--- src/rtl/kdb_pkg.sv ---
// Shared types and constants for the two-key debouncer with short/long press detection.
// No dependencies; imported by every module of the block.
package kdb_pkg;

    localparam int HISTORY_BITS = 8;
    localparam int KEY_COUNT    = 2;
    localparam int KEY_PORTS    = 2;
    localparam int CNT_W        = 8;
    localparam int LIMIT_W      = 8;
    localparam int APB_AW       = 3;
    localparam int APB_DW       = 32;

    localparam logic [LIMIT_W-1:0] LIMIT_RESET = LIMIT_W'(80);
    localparam logic               REG_LIMIT   = 1'b0;

    typedef enum logic [1:0] {
        EVT_NONE  = 2'd0,
        EVT_SHORT = 2'd1,
        EVT_LONG  = 2'd2
    } t_key_evt;

    typedef struct packed {
        t_key_evt evt;
        logic     held;
    } t_lane_out;

endpackage

--- src/rtl/kdb_lane.sv ---
// One key lane: sample history, hold counter and press flags.
// Depends on kdb_pkg.
module kdb_lane (
    input  logic                         i_clk,
    input  logic                         i_rst_n,
    input  logic                         i_adv,
    input  logic                         i_level,
    input  logic [kdb_pkg::LIMIT_W-1:0]  i_limit,
    output kdb_pkg::t_lane_out           o_lane
);
    import kdb_pkg::*;

    logic [HISTORY_BITS-1:0] r_hist, n_hist;
    logic [CNT_W-1:0]        r_cnt, n_cnt;
    logic                    r_pressed, n_pressed;
    logic                    r_long, n_long;
    t_key_evt                evt;

    always_comb begin
        n_hist    = {r_hist[HISTORY_BITS-2:0], i_level};
        n_cnt     = r_cnt;
        n_pressed = r_pressed;
        n_long    = r_long;
        evt       = EVT_NONE;
        if (n_hist == '0) begin
            n_pressed = 1'b1;
            if (!r_long) begin
                n_cnt = r_cnt + CNT_W'(1);
            end
        end else if (r_pressed) begin
            if (!r_long) begin
                evt = EVT_SHORT;
            end
            n_pressed = 1'b0;
            n_long    = 1'b0;
            n_cnt     = '0;
        end
        if (n_cnt > i_limit) begin
            n_long = 1'b1;
            n_cnt  = '0;
            evt    = EVT_LONG;
        end
    end

    always_ff @(posedge i_clk) begin
        if (!i_rst_n) begin
            r_hist    <= '1;
            r_cnt     <= '0;
            r_pressed <= 1'b0;
            r_long    <= 1'b0;
        end else if (i_adv) begin
            r_hist    <= n_hist;
            r_cnt     <= n_cnt;
            r_pressed <= n_pressed;
            r_long    <= n_long;
        end
    end

    assign o_lane.evt  = evt;
    assign o_lane.held = n_pressed;

endmodule

--- src/rtl/kdb_merge.sv ---
// Merging stage: collects the lane results into one registered result transaction.
// Depends on kdb_pkg.
module kdb_merge (
    input  logic                                              i_clk,
    input  logic                                              i_rst_n,
    input  logic                                              i_in_valid,
    output logic                                              o_in_ready,
    input  kdb_pkg::t_lane_out [kdb_pkg::KEY_PORTS-1:0]       i_lanes,
    output logic                                              o_out_valid,
    input  logic                                              i_out_ready,
    output kdb_pkg::t_lane_out [kdb_pkg::KEY_PORTS-1:0]       o_result
);
    import kdb_pkg::*;

    logic                         r_valid;
    t_lane_out [KEY_PORTS-1:0]    r_result;
    logic                         accept;

    assign o_in_ready = !r_valid || i_out_ready;
    assign accept     = i_in_valid && o_in_ready;

    always_ff @(posedge i_clk) begin
        if (!i_rst_n) begin
            r_valid <= 1'b0;
        end else if (accept) begin
            r_valid <= 1'b1;
        end else if (i_out_ready) begin
            r_valid <= 1'b0;
        end
    end

    always_ff @(posedge i_clk) begin
        if (accept) begin
            r_result <= i_lanes;
        end
    end

    assign o_out_valid = r_valid;
    assign o_result    = r_result;

endmodule

--- src/rtl/key_debounce_short_long_press.sv ---
// Top level of the two-key debouncer: config register, key lanes and merging stage.
// Depends on kdb_pkg, kdb_lane and kdb_merge.
//
// Each accepted transaction carries one raw sample of both active-low keys and yields
// exactly one registered result transaction, holding per key a short/long press event
// and the debounced held flag. A new sample is taken every cycle the output is not
// stalled, also while the previous result waits in the output register, which frees
// itself as the result is taken. A key counts as pressed after HISTORY_BITS low samples
// in a row; a long press is reported once the hold count exceeds long_press_limit (APB
// offset 0x0, reset 80), a short press on release otherwise.
module key_debounce_short_long_press (
    input  logic                          i_clk,
    input  logic                          i_rst_n,
    input  logic                          psel,
    input  logic                          penable,
    input  logic                          pwrite,
    input  logic [kdb_pkg::APB_AW-1:0]    paddr,
    input  logic [kdb_pkg::APB_DW-1:0]    pwdata,
    output logic [kdb_pkg::APB_DW-1:0]    prdata,
    output logic                          pready,
    input  logic                          i_in_valid,
    output logic                          o_in_ready,
    input  logic                          i_key1_level,
    input  logic                          i_key2_level,
    output logic                          o_out_valid,
    input  logic                          i_out_ready,
    output logic [1:0]                    o_key1_event,
    output logic [1:0]                    o_key2_event,
    output logic                          o_key1_held,
    output logic                          o_key2_held
);
    import kdb_pkg::*;

    logic [LIMIT_W-1:0]          r_limit;
    logic                        adv;
    logic [KEY_PORTS-1:0]        levels;
    t_lane_out [KEY_PORTS-1:0]   lanes;
    t_lane_out [KEY_PORTS-1:0]   result;

    assign pready = 1'b1;

    always_ff @(posedge i_clk) begin
        if (!i_rst_n) begin
            r_limit <= LIMIT_RESET;
        end else if (psel && penable && pwrite && pready && paddr[2] == REG_LIMIT) begin
            r_limit <= pwdata[LIMIT_W-1:0];
        end
    end

    assign prdata = (paddr[2] == REG_LIMIT) ? APB_DW'(r_limit) : '0;

    assign adv    = i_in_valid && o_in_ready;
    assign levels = {i_key2_level, i_key1_level};

    for (genvar k = 0; k < KEY_PORTS; k++) begin : g_lane
        if (k < KEY_COUNT) begin : g_on
            kdb_lane u_lane (
                .i_clk   (i_clk),
                .i_rst_n (i_rst_n),
                .i_adv   (adv),
                .i_level (levels[k]),
                .i_limit (r_limit),
                .o_lane  (lanes[k])
            );
        end else begin : g_off
            assign lanes[k] = '{evt: EVT_NONE, held: 1'b0};
        end
    end

    kdb_merge u_merge (
        .i_clk       (i_clk),
        .i_rst_n     (i_rst_n),
        .i_in_valid  (i_in_valid),
        .o_in_ready  (o_in_ready),
        .i_lanes     (lanes),
        .o_out_valid (o_out_valid),
        .i_out_ready (i_out_ready),
        .o_result    (result)
    );

    assign o_key1_event = result[0].evt;
    assign o_key2_event = result[1].evt;
    assign o_key1_held  = result[0].held;
    assign o_key2_held  = result[1].held;

endmodule

--- config.mk ---
export PLATFORM = sky130hd
export DESIGN_NAME = key_debounce_short_long_press
export DESIGN_NICKNAME = d
export VERILOG_FILES = /design/src/rtl/kdb_pkg.sv /design/src/rtl/kdb_lane.sv /design/src/rtl/kdb_merge.sv /design/src/rtl/key_debounce_short_long_press.sv
export SDC_FILE = /design/constraint.sdc
export NUM_CORES = 1
export LEC_CHECK = 0
export ABC_AREA = 1
export BUFFER_PORTS_ARGS = -buffer_cell sky130_fd_sc_hd__buf_4
export CAP_MARGIN = 20
export CORE_MARGIN = 2
export CORE_UTILIZATION = 48
export CTS_BUF_LIST = sky130_fd_sc_hd__clkbuf_16
export CTS_CLUSTER_SIZE = 40
export DETAILED_ROUTE_END_ITERATION = 10
export HOLD_SLACK_MARGIN = 0.15
export PLACE_DENSITY = 0.88
export SYNTH_ARGS = -nofsm -noshare
export SYNTH_HDL_FRONTEND = slang
export SYNTH_SLANG_ARGS = --single-unit
--- constraint.sdc ---
create_clock -name i_clk -period 2.2 [get_ports i_clk]
set_clock_uncertainty 0.2 [all_clocks]
set_input_delay 0 -clock i_clk [delete_from_list [all_inputs] [get_ports i_clk]]
set_output_delay 0 -clock i_clk [all_outputs]
set_load 0.03 [all_outputs]
Word level (Yosys, flattened, before mapping). Index checks and enable logic that the tools add are counted.

Register bits after elaboration: 49. Input bits: 44. Output and inout bits: 41. Word-level logic and storage cells: 65.

Add/sub/neg operators: 2. Magnitude comparators: 2. Eq/ne operators: 2. Mux-type cells: 25. Bitwise operators: 3. Reduce and logical (&&, ||, !) cells: 15.

Operators by type and width (number): two-way mux 8 bit (9); adder 8 x 1 -> 8 bit, second input constant (2); > comparator 8 bit (2); zero test 8 bit (2); two-way mux 1 bit (12); two-way mux 2 bit (4); AND reduction 3 bit (2); nonzero test 2 bit (3); OR reduction 3 bit (2); logical AND 1 bit (4); inequality test 2 bit, second input constant (2); inverter 1 bit (3); zero test 1 bit (1); logical OR 1 bit (1).

Depth between registers and ports, before layout. Gate-level depths: netlist of the first run.

Depth after elaboration: 6. Depth in mapped cells: 20.

By module. A second synthesis of the first run with hierarchy kept.

Cells, all modules: 516. Area, all modules: 3465.8 sq um.

By module, submodules not included: kdb_lane (times used 2, cells each 202, area an instance 1286.2 sq um, sequential area each 340.3 sq um); key_debounce_short_long_press (times used 1, cells each 99, area an instance 661.9 sq um, sequential area each 160.2 sq um); kdb_merge (times used 1, cells each 13, area an instance 231.5 sq um, sequential area each 200.2 sq um).

Worst setup path after synthesis of the first run. No wires, ideal clock.

Path type: register to register. Start point: register g_lane[0].g_on.u_lane.r_cnt[1]. End point: register g_lane[0].g_on.u_lane.r_cnt[3]. Setup time: 0.128 ns. Arrival time: 1.987 ns. Setup slack: -0.115 ns. Cell stages (with the launch flop): 17. Path buffers: 0. Cells stage by stage: dfxtp_1 > ha_1 > or2_2 > o211ai_4 > nand2_2 > ha_1 > nand2_1 > nand2_1 > nand2_1 > nand2_1 > nand2_1 > nand2_1 > nand2_1 > nand2_1 > nor2_1 > nor2_1 > nor2_1.

Cells in the longest elaborated chain, start to end: 5. Elaborated cells between the ends (all ways): 6. Classes of those cells: 1 x add/sub; 1 x order compare; 4 x mux.

RTL lines: start: declaration (RTL line kdb_lane.sv:14) `logic [CNT_W-1:0] r_cnt, n_cnt;`; start signal: assignment (RTL line kdb_lane.sv:53) `r_cnt <= n_cnt;`; adder 8 x 1 -> 8 bit (RTL line kdb_lane.sv:28) `n_cnt = r_cnt + CNT_W'(1);`; two-way mux 8 bit (RTL line kdb_lane.sv:27) `if (!r_long) begin`; two-way mux 8 bit * (RTL line kdb_lane.sv:25) `if (n_hist == '0) begin`; > comparator 8 bit (RTL line kdb_lane.sv:38) `if (n_cnt > i_limit) begin`; two-way mux 8 bit * (RTL line kdb_lane.sv:38).

Every way passes the cells marked *; elsewhere a longest branch is shown, timed or not. A chain may end at the register's enable or synchronous reset.

Worst setup path after layout of the first run.
Start point: register g_lane[0].g_on.u_lane.r_cnt[1]. End point: register g_lane[0].g_on.u_lane.r_cnt[4].

Same word-level chain as after synthesis.

==> results.cfg, run 1 <==
[status]
status = finished with violations
violations = design-rule violations, negative setup slack

[final_layout]
nets = 656
syn_to_final_growth_pct = 53.32
antennaDiodeCount = 0
fin_util_pct = 76.86
drive_gt1_share_pct = 42.69

[sta]
fin_ws_ns = -0.7016
slew_viol_final = 0
rsz0062_at_grt = true
hold_violations = 0
post-route-period-util_pct = 131.9
fin_crit_ns = 2.902
fmax_ghz = 0.3446
holdWs_ns = 0.1616
tightest_slew_ns = 0.6575
setup_viol_count_final = 23
slew-limit-headroom_pct = 55.90

[global_routing]
overflow = 0
grt_pass1_vias = 3674
grt_max_degree = 36
antenna_found_initial = 0
grt_first_pass_wirelength_um = 17090
grtUsageTotal_pct = 29.86

[worst_setup_path]
critPathMaxFanout = 4
worstRegToRegCells = 14
crit_arrival_ns = 2.91
cp-end-kind = flip-flop
cp.required_ns = 2.21
critical_path_class = flip-flop to flip-flop
start_kind = flip-flop

[power_and_ir_drop]
p_leak_nw = 2.261
power-per-cell-area_mw_per_mm2 = 442.6
ir_drop_v = 0.0005629

[synthesis]
synth-main-ff-cell = dfxtp_1
synth_seq_cells = 49
ys_seq_area_share_pct = 32.34
synth_cell_type_count = 39
synthCells = 460
ys_warn_count = 0
async_flop_share_pct = 0
syn_area_per_cell_um2 = 6.999
synth_area_mm2 = 0.003219
synth-edff-count = 6

[die]
start_util_pct = 50.13
dieHeight_um = 85.90
fp-row-count = 29
dieArea_mm2 = 0.007378
die_x_um = 85.90
core_mm2 = 0.006422
io_pins = 85

[clock_network]
insertion_delay_ns = 0.30
clock_path_buffers = 2
cts.sinks = 49
cts_buffers = 5
cts_tree = built
htreeDepth = 2
root_buffer = clkbuf_16
clkTransAtPathRegs_ns = 0.07

[worst_hold_path]
hold_path_depth = 3
hp-class = input pin to flip-flop

[route]
drt_wl_total_um = 13760
first_iter_violations = 475
dr.pass1.iters = 11
routed-via-count = 3909
wire_per_inst_um = 20.47
postRouteAntennaNets = 0
drcViolationCount = 4
avgViaCountPerCell = 5.817

[placement]
place_congestion = 0.8730
dp_hpwl_um = 5467
port_buffers = 33

[flow_run]
max-cap-violations = 0
-- cells by family (layout without fill, tap and decap cells) --
kind of cell | Yosys count | in the layout | share of synthesized area [%]
flip-flops | 49 | 49 | 32.34
XOR/XNOR | 1 | 1 | 0.2721
other | 2 | 25 | 0.2333
AND/OR/NAND/NOR | 242 | 242 | 33.62
AO/OA/AOI/OAI | 52 | 52 | 10.80
adder cells (fa/ha/maj) | 18 | 18 | 6.996
buffers and inverters | 96 | 208 | 15.74
-- stage by stage --
| stage | cells | TNS [ns] | cell area (um^2) | power (mW) | worst slack [ns] |
|---|---|---|---|---|---|
| 2_1_floorplan | 483 | -0.4184 | 3353 | 1.209 | -0.03896 |
| 3_3_place_gp | 606 | -3.478 | 3801 | 1.267 | -0.2018 |
| 3_5_place_dp | 606 | -5.631 | 3801 | 1.276 | -0.3313 |
| 4_1_cts | 657 | -5.234 | 4572 | 2.100 | -0.2861 |
| 5_1_grt | 672 | -15.20 | 4936 | 2.242 | -0.7994 |
| 6_report | 672 | -13.05 | 4936 | 2.185 | -0.7016 |
-- area by class of cell --
type                            instances  area (um^2)
Multi-Input combinational cell        338         2210
Fill cell                             406         1486
Timing Repair Buffer                  144         1196
Sequential cell                        49         1067
Inverter                               56        220.2
Clock buffer                            5        125.1
Tap cell                               77        96.34
Clock inverter                          3        21.27
-- critical path, cell delays in order, from the launching register on --
cell,delay [ns]
dfxtp_2,0.39
nand2_1,0.13
nor2_1,0.29
nand4_1,0.16
nand2_1,0.14
inv_2,0.10
ha_4,0.33
nand2_8,0.09
nor2_4,0.13
nand4_1,0.21
nand2_4,0.15
nand2_2,0.11
nor2_2,0.13
nor2_1,0.08
nor2_1,0.15
-- what timing repair did --
item,4_1_cts,5_1_grt
endpoints found under the setup margin,22,23
hold endpoints to repair,42,0
gates resized for setup,53,63
setup buffers,9,15
hold buffers,34,0
pin swaps,31,36
-- state kept, by name, summed over array words and instances (netlist names) --
| register | flops |
|---|---|
| g_lane.g_on.u_lane.r_cnt | 16 |
| g_lane.g_on.u_lane.r_hist | 14 |
| g_lane.g_on.u_lane.r_long | 2 |
| g_lane.g_on.u_lane.r_pressed | 2 |
| r_limit | 8 |
| u_merge.o_out_valid | 1 |
| u_merge.o_result | 6 |
-- power by group --
| group | total, mW | switching, mW | internal, mW |
|---|---|---|---|
| clock | 0.808 | 0.383 | 0.425 |
| combinational | 0.412 | 0.259 | 0.153 |
| sequential | 0.964 | 0.0245 | 0.939 |
| total | 2.18 | 0.667 | 1.52 |
-- placed cells by master (no fill, tap or decap), types with 16 or more instances in the layout --
cell,synthesis,layout
inv_1,44,36
dfxtp_1,43,26
nor2_1,62,45
a21oi_1,20,16
conb_1,2,25
nand3_1,31,24
buf_4,25,102
nand2_2,8,23
nand2_1,119,95
dlygate4sd3_1,0,34
-- synthesized netlist by cell type, drive strengths merged (3+ instances only) --
library cell | count | area [um^2]
nand2 | 127 | 496.7
nor2 | 68 | 302.8
inv | 54 | 205.2
dfxtp | 43 | 860.8
buf | 36 | 279.0
nand3 | 32 | 165.2
a21oi | 24 | 135.1
o21ai | 22 | 140.1
ha | 18 | 225.2
nand4 | 8 | 71.32
edfxtp | 6 | 180.2
clkbuf | 4 | 15.01
o211ai | 4 | 57.55
nor3 | 3 | 20.02
-- per-layer routing --
layer / GRT usage [%] / wire length, um
met5: 0 / 0
met4: 21.21 / 1306
met3: 7.700 / 1284
met2: 52.78 / 6738
met1: 30.31 / 4430
-- final timing paths --
kind / from / endpoint / slack (ns)
worst max-delay path: g_lane[0].g_on.u_lane.r_cnt[1] / g_lane[0].g_on.u_lane.r_cnt[4] / -0.70
worst min-delay path: i_rst_n / g_lane[1].g_on.u_lane.r_cnt[0] / 0.16
worst max register to register: g_lane[0].g_on.u_lane.r_cnt[1] / g_lane[0].g_on.u_lane.r_cnt[4] / -0.70
worst min register to register: g_lane[0].g_on.u_lane.r_cnt[1] / g_lane[0].g_on.u_lane.r_cnt[1] / 0.32
No activity file was read; power rests on OpenSTA's default activity.
==> run 2, diff against run 1 <==
--- a/config.mk
+++ b/config.mk
@@ -14,7 +14,8 @@
 export CTS_CLUSTER_SIZE = 40
 export DETAILED_ROUTE_END_ITERATION = 10
 export HOLD_SLACK_MARGIN = 0.15
-export PLACE_DENSITY = 0.88
+export PLACE_DENSITY = 0.81
+export SKIP_LAST_GASP = 1
 export SYNTH_ARGS = -nofsm -noshare
 export SYNTH_HDL_FRONTEND = slang
 export SYNTH_SLANG_ARGS = --single-unit
==> run 2 against run 1 <==
Net effect:
- the run still ends with design-rule violations, negative setup slack left
- flip-flop and latch count unchanged
- via count decreased by 1.8%
- routed wire length is 13% lower
- cell count is 1.8% higher
- combinational power shrank 4%
- final area grew 2.0%
- largest power group unchanged
- critical path depth up 1
- die area is the same
- sequential share of layout area shrank 0.25 points
==> results.cfg, run 2 (synthesis gave the netlist of run 1 again) <==
[global_routing]
grtUsageTotal_pct = 27.94
antenna_found_initial = 0
overflow = 0
grt_pass1_vias = 3548
grt_first_pass_wirelength_um = 16490
grt_max_degree = 36

[die]
die_x_um = 85.90
start_util_pct = 50.13
fp-row-count = 29
dieHeight_um = 85.90
dieArea_mm2 = 0.007378
core_mm2 = 0.006422
io_pins = 85

[final_layout]
largestRegisters = g_lane.g_on.u_lane.r_cnt x16, g_lane.g_on.u_lane.r_hist x14, r_limit x8
syn_to_final_growth_pct = 56.35
nFillCells = 366
layout_commonest_cell = buf_4
antennaDiodeCount = 0
nets = 668
seq_area_mm2 = 0.001076
top_register = g_lane.g_on.u_lane.r_cnt
multi_input_area_mm2 = 0.002193
final_cell_mix = buf_4 (114), nand2_1 (97), nor2_1 (43), inv_1 (36), dlygate4sd3_1 (35)
drive_gt1_share_pct = 42.67
largest_reg_flops = 16

[worst_setup_path]
cp-end-kind = flip-flop
cp.required_ns = 2.21
crit_arrival_ns = 2.84
path_buf_inv = 1
slowest_stage = dfxtp_4
start_kind = flip-flop
critPathMaxFanout = 4
reg2reg_slack_ns = -0.64
crit_chain = ha_4 -> nand2_2 -> nor3_4 -> nand3_1 -> nand2_1 -> inv_2 -> ha_4 -> nand2_4 -> nor2_4 -> nand4_1 -> nand2_4 -> nand2_4 -> nor2_1 -> nor2_1 -> nor2_1
critical_path_class = flip-flop to flip-flop
slowest_delay_ns = 0.37
critPathTopFamily = simple AND/OR/NAND/NOR gates

[clock_network]
root_buffer = clkbuf_16
clock_path_buffers = 2
cts_buffers = 5
cts_tree = built
cts.sinks = 49
htreeDepth = 2
clkTransAtPathRegs_ns = 0.07
insertion_delay_ns = 0.29

[sta]
fin_crit_ns = 2.835
slew-limit-headroom_pct = 58.47
rsz0062_at_grt = true
fin_ws_ns = -0.6354
tightest_slew_ns = 0.6191
slew_viol_final = 0
hold_violations = 0
fmax_ghz = 0.3527
setup_viol_count_final = 28
post-route-period-util_pct = 128.9

[route]
routed-via-count = 3839
first_iter_violations = 366
avgViaCountPerCell = 5.613
postRouteAntennaNets = 0
drt_wl_total_um = 12010
drcViolationCount = 3
dr.pass1.iters = 10
wire_per_inst_um = 17.56

[placement]
place_congestion = 0.8812
dp_slack_ns = -0.2791
dp_hpwl_um = 5445
port_buffers = 33

[status]
violations = design-rule violations, negative setup slack
status = finished with violations

[power_and_ir_drop]
total_power_mw = 2.250
power-per-cell-area_mw_per_mm2 = 447.0
ir_drop_v = 0.0004063
p_leak_nw = 2.297

[worst_hold_path]
hp-class = input pin to flip-flop

[flow_run]
max-cap-violations = 0
==> run 2: cell count changes in the layout (fill, tap and decap cells not counted), moves of 3 or more <==
cell / change
nor2_4: +4
buf_6: -3
ha_1: +3
nand2_2: -3
nand3_1: +3
nand3_2: -4
dfxtp_4: +3
buf_4: +12
==> run 2: routing by layer <==
metal	GRT usage (%)	part of all wire, %	up-vias
li1	-	-	1700
met4	15.15	7.9	0
met2	49.96	50	241
met3	4.812	7.4	79
met5	0	0	-
met1	31.31	35	1819
==> run 2: worst min-delay path, stage by stage <==
cell and delay (ns):
buf_4 0.10, nor2_4 0.04, nand2_4 0.13, nor2_4 0.07, nand2_1 0.06, nand2_1 0.06, inv_2 0.07, nand2_1 0.05
a21oi_1 0.10
==> run 2: layout make-up <==
cell class,count,area share (%)
Tap cell,77,1.914
Clock inverter,3,0.8203
Inverter,56,4.350
Sequential cell,49,21.38
Clock buffer,5,2.486
Multi-Input combinational cell,339,43.57
Timing Repair Buffer,155,25.48
==> run 2: final timing paths <==
kind / from / to / cells past startpoint
worst max-delay path: g_lane[1].g_on.u_lane.r_cnt[0] / g_lane[1].g_on.u_lane.r_cnt[6] / 15
worst min-delay path: i_key1_level / g_lane[0].g_on.u_lane.r_cnt[2] / 9
worst max register to register: g_lane[1].g_on.u_lane.r_cnt[0] / g_lane[1].g_on.u_lane.r_cnt[6] / 15
worst min register to register: g_lane[1].g_on.u_lane.r_hist[6] / g_lane[1].g_on.u_lane.r_hist[6] / 2
==> run 2: repair_timing <==
action / in CTS / in global routing
hold buffers: 35 / 0
resized for setup: 50 / 62
pin swaps: 34 / 48
setup endpoints to repair: 22 / 31
endpoints found under the hold margin: 52 / 0
gates cloned: 1 / 0
buffers inserted: 19 / 12
==> run 2: through the flow <==
stage / hold slack, ns / std cells / TNS (ns) / utilization (%) / instance area, um^2
2_1_floorplan: -0.08685 / 483 / -0.4184 / - / 3353
5_1_grt: 0.2818 / 684 / -13.94 / 78.38 / 5034
6_report: 0.2287 / 684 / -10.91 / 78.38 / 5034
4_1_cts: 0.1925 / 672 / -4.221 / 72.84 / 4678
3_5_place_dp: 0.02400 / 609 / -5.313 / 59.54 / 3824
3_3_place_gp: 0.01477 / 609 / -3.458 / 59.54 / 3824
==> run 2: report_power, final <==
group | internal, mW | total [mW] | switching [mW]
Combinational | 0.149 | 0.396 | 0.247
Clock | 0.533 | 0.892 | 0.359
Sequential | 0.937 | 0.962 | 0.0250
Total | 1.62 | 2.25 | 0.631
